[src/sv/ciir_pkg.sv]
// ----------------------------------------------------------------------------
// ciir_pkg
// Shared widths, register indexes and the control bundle of the shared MAC.
// ----------------------------------------------------------------------------
package ciir_pkg;

  localparam int SAMPLE_W  = 16;
  localparam int DATA_W    = 32;
  localparam int COEF_W    = 16;
  localparam int PROD_W    = DATA_W + COEF_W;
  localparam int CFG_IDX_W = 3;

  // configuration register indexes
  localparam logic [CFG_IDX_W-1:0] REG_B0 = 3'd0;
  localparam logic [CFG_IDX_W-1:0] REG_B1 = 3'd1;
  localparam logic [CFG_IDX_W-1:0] REG_B2 = 3'd2;
  localparam logic [CFG_IDX_W-1:0] REG_A1 = 3'd3;
  localparam logic [CFG_IDX_W-1:0] REG_A2 = 3'd4;

  // sequencer to MAC controls
  typedef struct packed {
    logic issue;  // launch a product this cycle
    logic neg;    // the launched product is subtracted
    logic clr;    // clear the accumulator
  } mac_ctrl_t;

endpackage

[src/sv/ciir_mac.sv]
// ----------------------------------------------------------------------------
// ciir_mac
// Shared multiply-accumulate: one registered 32x16 product per cycle, scaled
// down by an arithmetic shift and added to or subtracted from the accumulator.
// ----------------------------------------------------------------------------
module ciir_mac
  import ciir_pkg::*;
#(
  parameter int FRAC_BITS = 14,
  parameter int ACC_W     = 51
) (
  input  logic                     clk,
  input  logic                     rst_n,
  input  mac_ctrl_t                ctrl,
  input  logic signed [DATA_W-1:0] op_data,
  input  logic signed [COEF_W-1:0] op_coef,
  output logic signed [ACC_W-1:0]  sum
);

  logic signed [PROD_W-1:0] prod_r;
  logic signed [PROD_W-1:0] shf;
  logic                     neg_r;
  logic                     pv_r;
  logic signed [ACC_W-1:0]  acc_r;
  logic signed [ACC_W-1:0]  ext;
  logic signed [ACC_W-1:0]  term;

  always_ff @(posedge clk) begin
    prod_r <= op_data * op_coef;
    neg_r  <= ctrl.neg;
  end

  always_ff @(posedge clk) begin
    if (!rst_n) begin
      pv_r  <= 1'b0;
      acc_r <= '0;
    end else begin
      pv_r <= ctrl.issue;
      if (ctrl.clr) begin
        acc_r <= '0;
      end else if (pv_r) begin
        acc_r <= sum;
      end
    end
  end

  // truncating shift rounds toward minus infinity
  assign shf  = prod_r >>> FRAC_BITS;
  assign ext  = {{(ACC_W-PROD_W){shf[PROD_W-1]}}, shf};
  assign term = neg_r ? -ext : ext;
  assign sum  = pv_r ? acc_r + term : acc_r;

endmodule

[src/sv/cascaded_iir_filter_unit.sv]
// ----------------------------------------------------------------------------
// cascaded_iir_filter_unit
// Cascade of direct-form-I IIR stages sharing one coefficient set and one MAC.
// ----------------------------------------------------------------------------
// Usage:
//   Input channel in_*: one 16-bit signed sample per beat (in_valid/in_stall).
//   Output channel out_*: one 32-bit signed sample plus an overflow flag per
//   beat (out_valid/out_stall). Coefficients b0, b1, b2, a1, a2 are written
//   through cfg_wr_en/cfg_index/cfg_wdata while the block is idle; unknown
//   indexes are dropped.
//   Each stage runs 2*ORDER+1 products through a single shared multiplier,
//   one per cycle, and closes in the finishing state ST_FIN, which wraps the
//   sum and shifts the stage histories. in_stall is high from the accepting
//   edge until out_valid rises, so the block takes no new sample before the
//   last one has passed all stages; the shared MAC does one product per clock.
//   A finished result sits in the output register; the block takes the next
//   sample while it waits. If the receiver still stalls the old beat when
//   the next result is ready, the sequencer holds in its closing cycle.
//   Synchronous reset (rst_n low) clears coefficients, all histories, the
//   sequencer and the output valid.
// ----------------------------------------------------------------------------
module cascaded_iir_filter_unit
  import ciir_pkg::*;
#(
  parameter int ORDER     = 2,
  parameter int STAGES    = 2,
  parameter int FRAC_BITS = 14
) (
  input  logic                       clk,
  input  logic                       rst_n,
  input  logic                       in_valid,
  output logic                       in_stall,
  input  logic signed [SAMPLE_W-1:0] in_sample_in,
  output logic                       out_valid,
  input  logic                       out_stall,
  output logic signed [DATA_W-1:0]   out_sample_out,
  output logic                       out_overflow,
  input  logic                       cfg_wr_en,
  input  logic [CFG_IDX_W-1:0]       cfg_index,
  input  logic [COEF_W-1:0]          cfg_wdata
);

  localparam int NSTEP = 2 * ORDER + 1;
  localparam int JW    = $clog2(NSTEP);
  localparam int SW    = (STAGES > 1) ? $clog2(STAGES) : 1;
  localparam int HW    = (ORDER > 1) ? $clog2(ORDER) : 1;
  localparam int ACC_W = PROD_W + $clog2(NSTEP) + 1;

  localparam logic [JW-1:0] LAST_STEP  = JW'(NSTEP - 1);
  localparam logic [JW-1:0] ORDER_J    = JW'(ORDER);
  localparam logic [SW-1:0] LAST_STAGE = SW'(STAGES - 1);

  typedef enum logic [1:0] {
    ST_IDLE,
    ST_MAC,
    ST_FIN
  } state_t;

  state_t                    state_r;
  logic [SW-1:0]             stage_r;
  logic [JW-1:0]             step_r;
  logic                      ovf_r;
  logic signed [DATA_W-1:0]  x_cur_r;
  // xh_r[s][i] holds stage s input from i+1 samples back; yh_r likewise
  logic signed [DATA_W-1:0]  xh_r [STAGES][ORDER];
  logic signed [DATA_W-1:0]  yh_r [STAGES][ORDER];
  logic signed [COEF_W-1:0]  b0_r, b1_r, b2_r, a1_r, a2_r;
  logic                      out_valid_r;
  logic signed [DATA_W-1:0]  out_sample_r;
  logic                      out_ovf_r;

  logic                      accept;
  logic                      is_ff;
  logic [JW-1:0]             tap;
  logic [JW-1:0]             tap_m1;
  logic [HW-1:0]             hidx;
  logic signed [DATA_W-1:0]  op_data;
  logic signed [COEF_W-1:0]  op_coef;
  mac_ctrl_t                 ctrl;
  logic signed [ACC_W-1:0]   sum;
  logic signed [DATA_W-1:0]  y_wrap;
  logic                      stage_ovf;
  logic                      last_stage;
  logic                      slot_ok;
  logic                      leave;

  assign accept     = in_valid && !in_stall;
  assign in_stall   = (state_r != ST_IDLE);
  assign last_stage = (stage_r == LAST_STAGE);
  // last stage may close only when the output register is free this cycle
  assign slot_ok    = !last_stage || !out_valid_r || !out_stall;
  assign leave      = (state_r == ST_FIN) && slot_ok;

  // step order: feed-forward taps 0..ORDER, then feedback taps 1..ORDER
  assign is_ff  = (step_r <= ORDER_J);
  assign tap    = is_ff ? step_r : step_r - ORDER_J;
  assign tap_m1 = tap - JW'(1);
  assign hidx   = tap_m1[HW-1:0];

  always_comb begin
    op_coef = '0;
    if (is_ff) begin
      case (tap)
        JW'(0):  op_coef = b0_r;
        JW'(1):  op_coef = b1_r;
        JW'(2):  op_coef = b2_r;
        default: op_coef = '0;   // taps past b2 have no coefficient
      endcase
    end else begin
      case (tap)
        JW'(1):  op_coef = a1_r;
        JW'(2):  op_coef = a2_r;
        default: op_coef = '0;
      endcase
    end
  end

  always_comb begin
    if (is_ff && (tap == JW'(0))) begin
      op_data = x_cur_r;
    end else if (is_ff) begin
      op_data = xh_r[stage_r][hidx];
    end else begin
      op_data = yh_r[stage_r][hidx];
    end
  end

  assign ctrl.issue = (state_r == ST_MAC);
  assign ctrl.neg   = !is_ff;
  assign ctrl.clr   = leave || accept;

  ciir_mac #(
    .FRAC_BITS (FRAC_BITS),
    .ACC_W     (ACC_W)
  ) u_mac (
    .clk     (clk),
    .rst_n   (rst_n),
    .ctrl    (ctrl),
    .op_data (op_data),
    .op_coef (op_coef),
    .sum     (sum)
  );

  // wrap to 32 bits; flag when the upper bits are not a pure sign extension
  assign y_wrap    = sum[DATA_W-1:0];
  assign stage_ovf = !((&sum[ACC_W-1:DATA_W-1]) || !(|sum[ACC_W-1:DATA_W-1]));

  // coefficient registers
  always_ff @(posedge clk) begin
    if (!rst_n) begin
      b0_r <= '0;
      b1_r <= '0;
      b2_r <= '0;
      a1_r <= '0;
      a2_r <= '0;
    end else if (cfg_wr_en) begin
      case (cfg_index)
        REG_B0:  b0_r <= cfg_wdata;
        REG_B1:  b1_r <= cfg_wdata;
        REG_B2:  b2_r <= cfg_wdata;
        REG_A1:  a1_r <= cfg_wdata;
        REG_A2:  a2_r <= cfg_wdata;
        default: ;  // drop writes to unknown indexes
      endcase
    end
  end

  // sequencer, histories and output register
  always_ff @(posedge clk) begin
    if (!rst_n) begin
      state_r     <= ST_IDLE;
      stage_r     <= '0;
      step_r      <= '0;
      ovf_r       <= 1'b0;
      out_valid_r <= 1'b0;
      for (int s = 0; s < STAGES; s++) begin
        for (int i = 0; i < ORDER; i++) begin
          xh_r[s][i] <= '0;
          yh_r[s][i] <= '0;
        end
      end
    end else begin
      // raise on a finished result, drop once the beat is taken
      if (leave && last_stage) begin
        out_valid_r <= 1'b1;
      end else if (out_valid_r && !out_stall) begin
        out_valid_r <= 1'b0;
      end
      case (state_r)
        ST_IDLE: begin
          if (accept) begin
            x_cur_r <= DATA_W'(in_sample_in);
            stage_r <= '0;
            step_r  <= '0;
            ovf_r   <= 1'b0;
            state_r <= ST_MAC;
          end
        end
        ST_MAC: begin
          if (step_r == LAST_STEP) begin
            state_r <= ST_FIN;
          end else begin
            step_r <= step_r + JW'(1);
          end
        end
        ST_FIN: begin
          if (slot_ok) begin
            // shift this stage's histories; the new input and output enter
            for (int i = ORDER - 1; i > 0; i--) begin
              xh_r[stage_r][i] <= xh_r[stage_r][i-1];
              yh_r[stage_r][i] <= yh_r[stage_r][i-1];
            end
            xh_r[stage_r][0] <= x_cur_r;
            yh_r[stage_r][0] <= y_wrap;
            x_cur_r          <= y_wrap;
            ovf_r            <= ovf_r || stage_ovf;
            step_r           <= '0;
            if (last_stage) begin
              out_sample_r <= y_wrap;
              out_ovf_r    <= ovf_r || stage_ovf;
              state_r      <= ST_IDLE;
            end else begin
              stage_r <= stage_r + SW'(1);
              state_r <= ST_MAC;
            end
          end
        end
        default: state_r <= ST_IDLE;
      endcase
    end
  end

  assign out_valid      = out_valid_r;
  assign out_sample_out = out_sample_r;
  assign out_overflow   = out_ovf_r;

endmodule

[config.mk]
export PLATFORM = sky130hd
export DESIGN_NAME = cascaded_iir_filter_unit
export DESIGN_NICKNAME = d
export VERILOG_FILES = /design/src/sv/ciir_pkg.sv /design/src/sv/ciir_mac.sv /design/src/sv/cascaded_iir_filter_unit.sv
export SDC_FILE = /design/constraint.sdc
export NUM_CORES = 2
export LEC_CHECK = 0
export ABC_AREA = 1
export BUFFER_PORTS_ARGS = -buffer_cell sky130_fd_sc_hd__buf_4
export CORE_UTILIZATION = 60
export DETAILED_ROUTE_END_ITERATION = 6
export GPL_TIMING_DRIVEN = 0
export PLACE_DENSITY = 0.76
export RECOVER_POWER = 100
export SKIP_LAST_GASP = 1
export SLEW_MARGIN = 0
export SYNTH_ARGS = -nofsm -noshare
export SYNTH_HDL_FRONTEND = slang
export SYNTH_SLANG_ARGS = --single-unit
[constraint.sdc]
create_clock -name clk -period 13.3 [get_ports clk]
set_input_delay 2.66 -clock clk [delete_from_list [all_inputs] [get_ports clk]]
set_output_delay 2.66 -clock clk [all_outputs]
set_load 0.02 [all_outputs]
==> reports/qor.tcl <==
set qor(run_status) {complete, but fails checks}
set qor(violations) {max-capacitance violations, max-slew violations}
set qor(synthMostInstantiatedCell) {nand2_1}
set qor(hold_class) {flop to flop}
set qor(final_period_minus_worst_setup_slack_ns) 11.22
set qor(num_rows) 98
set qor(timing.fmax_ghz) 0.0891
set qor(grt_start_max_net_pins) 65
set qor(dominantRegCellSynth) {edfxtp_1}
set qor(post_cts_setup_buffers) 0
set qor(cts-hold-fix-buffers) 0
set qor(synth_top_area_frac) 0.223
set qor(grt_setup_unrepaired) {no}
set qor(regArea_sq_um) 13200
set qor(first_global_vias) 36500
set qor(fin_setup_tns_ns) 0
set qor(synth_cell_type_count) 54
set qor(nNetsFinal) 6282
set qor(ios) 75
set qor(critPathKind) {flop to flop}
set qor(global_placement_routability_congestion) 1.06
set qor(drc_errors) 0
set qor(core_sq_um) 71600
set qor(cpMaxStageDelayCell) {a21oi_1}
set qor(post_drt_via_cell_ratio) 5.66
set qor(grt_remaining_overflow) 0
set qor(timing.max_slew.rel_slack) -1.74
set qor(h-tree-depth) 2
set qor(netlist.top_cell.by_area) {fa_1}
set qor(final.setup_skew_ns) 0.0946
set qor(critical_path.most_common_cell) {nand2_1}
set qor(place.detailed.instances) 6484
set qor(grt_pass1_wl_mm) 208
set qor(grt_antenna_before_repair) 1
set qor(critPathCaptureType) {flop}
set qor(syn_area_per_cell_sq_um) 7.99
set qor(initial_utilization) 0.608
set qor(top_cells_by_area_synth) {fa_1 (22%), edfxtp_1 (22%), nand2_1 (10%)}
set qor(detailedPlacementHpwl_mm) 107
set qor(final_max_slew_viol_count) 264
set qor(multi_input_comb_area_sq_um) 25400
set qor(detailroute.via_count) 37300
set qor(cp_data_required_time_ns) 13.80
set qor(clk-insertion-delay-late_ns) 0.67
set qor(clk_path_buf_depth) 3
set qor(max-cap-violations) 11
set qor(worst_path_dominant_cell_family) {adder cells}
set qor(floorplan.die.height_um) 271
set qor(clock_tree.root_cell) {clkbuf_16}
set qor(route.detailed.wl_per_inst_um) 20.5
set qor(synthArstFlopShare) 0
set qor(port_buffers) 74
set qor(filler_cell_count) 6233
set qor(preCtsSetupSlack_ns) 3.15
set qor(share_of_layout_cells_above_drive_strength_1) 0.0389
set qor(cp_arrival_ns) 11.72
set qor(drtPass1Iterations) 7
set qor(design_area_sq_um) 47000
set qor(finalCritPeriodShare) 0.844
set qor(synth_nets) 6140
set qor(grtUsageTotal) 0.371
set qor(ant_nets) 0
set qor(area_growth_syn_to_layout_pct) 8.00
set qor(final_hold_viol_count) 0
set qor(synthesis.yosys.warnings) 0
set qor(synth_cells) 5448
set qor(share_of_synthesized_area_occupied_by_flip_flops_and_latches) 0.303
set qor(critical_path.n_buffers_inverters) 12
set qor(die_x_um) 271
set qor(timing.critical_path.slowest_cell_delay_ns) 0.73
set qor(setup_violations) 0
set qor(clock_slew_at_reported_path_ffs_ns) 0.06
set qor(numClockSinks) 498
set qor(syn-cell-area_sq_um) 43500
set qor(setup_slack_ns) 2.08
set qor(synth.cells.most_frequent) {nand2_1 (1195), inv_1 (1079), nor2_1 (873)}
set qor(resized_cells_post_cts) 0
set qor(critPathLaunchType) {flop}
set qor(first_iter_violations) 3943
set qor(dieArea_sq_um) 73600
set qor(tritoncts.num_buffers) 54
set qor(cts_tree) {yes}
set qor(post_layout_nonfiller_instances) 6587
set qor(timing.critical_path.fanout_max) 11
set qor(synth_edf_count) 321
set qor(timing_worst_slew_pin_value_ns) 4.11
set qor(drt-total-wl_mm) 135
set qor(ys_ff_latch) 498
set qor(place_area_sq_um) 45500
## routing by layer
metal,up-vias,share of wire,global-route usage
met5,-,0.0012,0
met4,2,0.057,0.177
met3,407,0.12,0.0944
met2,2026,0.44,0.569
met1,17900,0.39,0.492
li1,16900,-,-
## logic make-up after synthesis
kind of cell	synth area share
multiplexers	0.0140
XOR/XNOR	0.0201
AND/OR/NAND/NOR	0.210
adder cells (fa/ha/maj)	0.271
AO/OA/AOI/OAI	0.0695
buffers and inverters	0.112
flip-flops	0.303
## sequential cells by signal, summed over array words and instances, names as in the netlist, 16 cells and up, named ones only
register,cells
out_sample_out,32
b2_r,16
u_mac.acc_r,52
a1_r,16
a2_r,16
b1_r,16
b0_r,16
x_cur_r,32
yh_r,128
xh_r,128
u_mac.prod_r,34
## worst min-delay path, cell delays in order (launching register included)
cell and delay (ns):
dfxtp_1 0.30, inv_1 0.06, a21oi_1 0.05
## stage by stage
stage	hold WS [ns]	utilization
floorplan	0.425	-
global placement	0.438	0.632
detailed placement	0.447	0.636
CTS	0.455	0.662
global route	0.470	0.657
finish	0.454	0.657
## layout by cell type, fill, tap and decap left out, types with 26 or more instances in the layout
cell	instances
xor2_1	58
o22ai_1	28
nand3_1	131
a31oi_1	34
inv_1	1082
nand4_1	26
o211ai_1	46
ha_1	166
buf_2	29
buf_4	39
dfxtp_1	177
nand2_1	1197
o21ai_0	219
clkbuf_1	208
fa_1	486
mux2i_1	61
or2_2	41
clkbuf_16	55
nor2_1	873
xnor2_1	42
a21oi_1	163
edfxtp_1	321
## final timing paths
| check | from | endpoint | slack [ns] | cells past startpoint |
|---|---|---|---|---|
| max | step_r[0]$_SDFFE_PN0P_ | u_mac.prod_r[44]$_DFF_P_ | 2.08 | 36 |
| min | a1_r[14]$_SDFFE_PN0P_ | a1_r[14]$_SDFFE_PN0P_ | 0.45 | 2 |
| max reg2reg | step_r[0]$_SDFFE_PN0P_ | u_mac.prod_r[44]$_DFF_P_ | 2.08 | 36 |
| min reg2reg | a1_r[14]$_SDFFE_PN0P_ | a1_r[14]$_SDFFE_PN0P_ | 0.45 | 2 |
## area by class of cell
cell class | count | share of cell area
Multi-Input combinational cell | 3664 | 0.541
Sequential cell | 498 | 0.280
Inverter | 1099 | 0.0877
Clock buffer | 73 | 0.0318
Tap cell | 950 | 0.0253
Buffer | 187 | 0.0159
Timing Repair Buffer | 86 | 0.00990
Clock inverter | 28 | 0.00793
Antenna cell | 2 | 0.000106
Power is not shown: default switching activity piles up to over one toggle a cycle in this logic, so the estimate is an artifact.
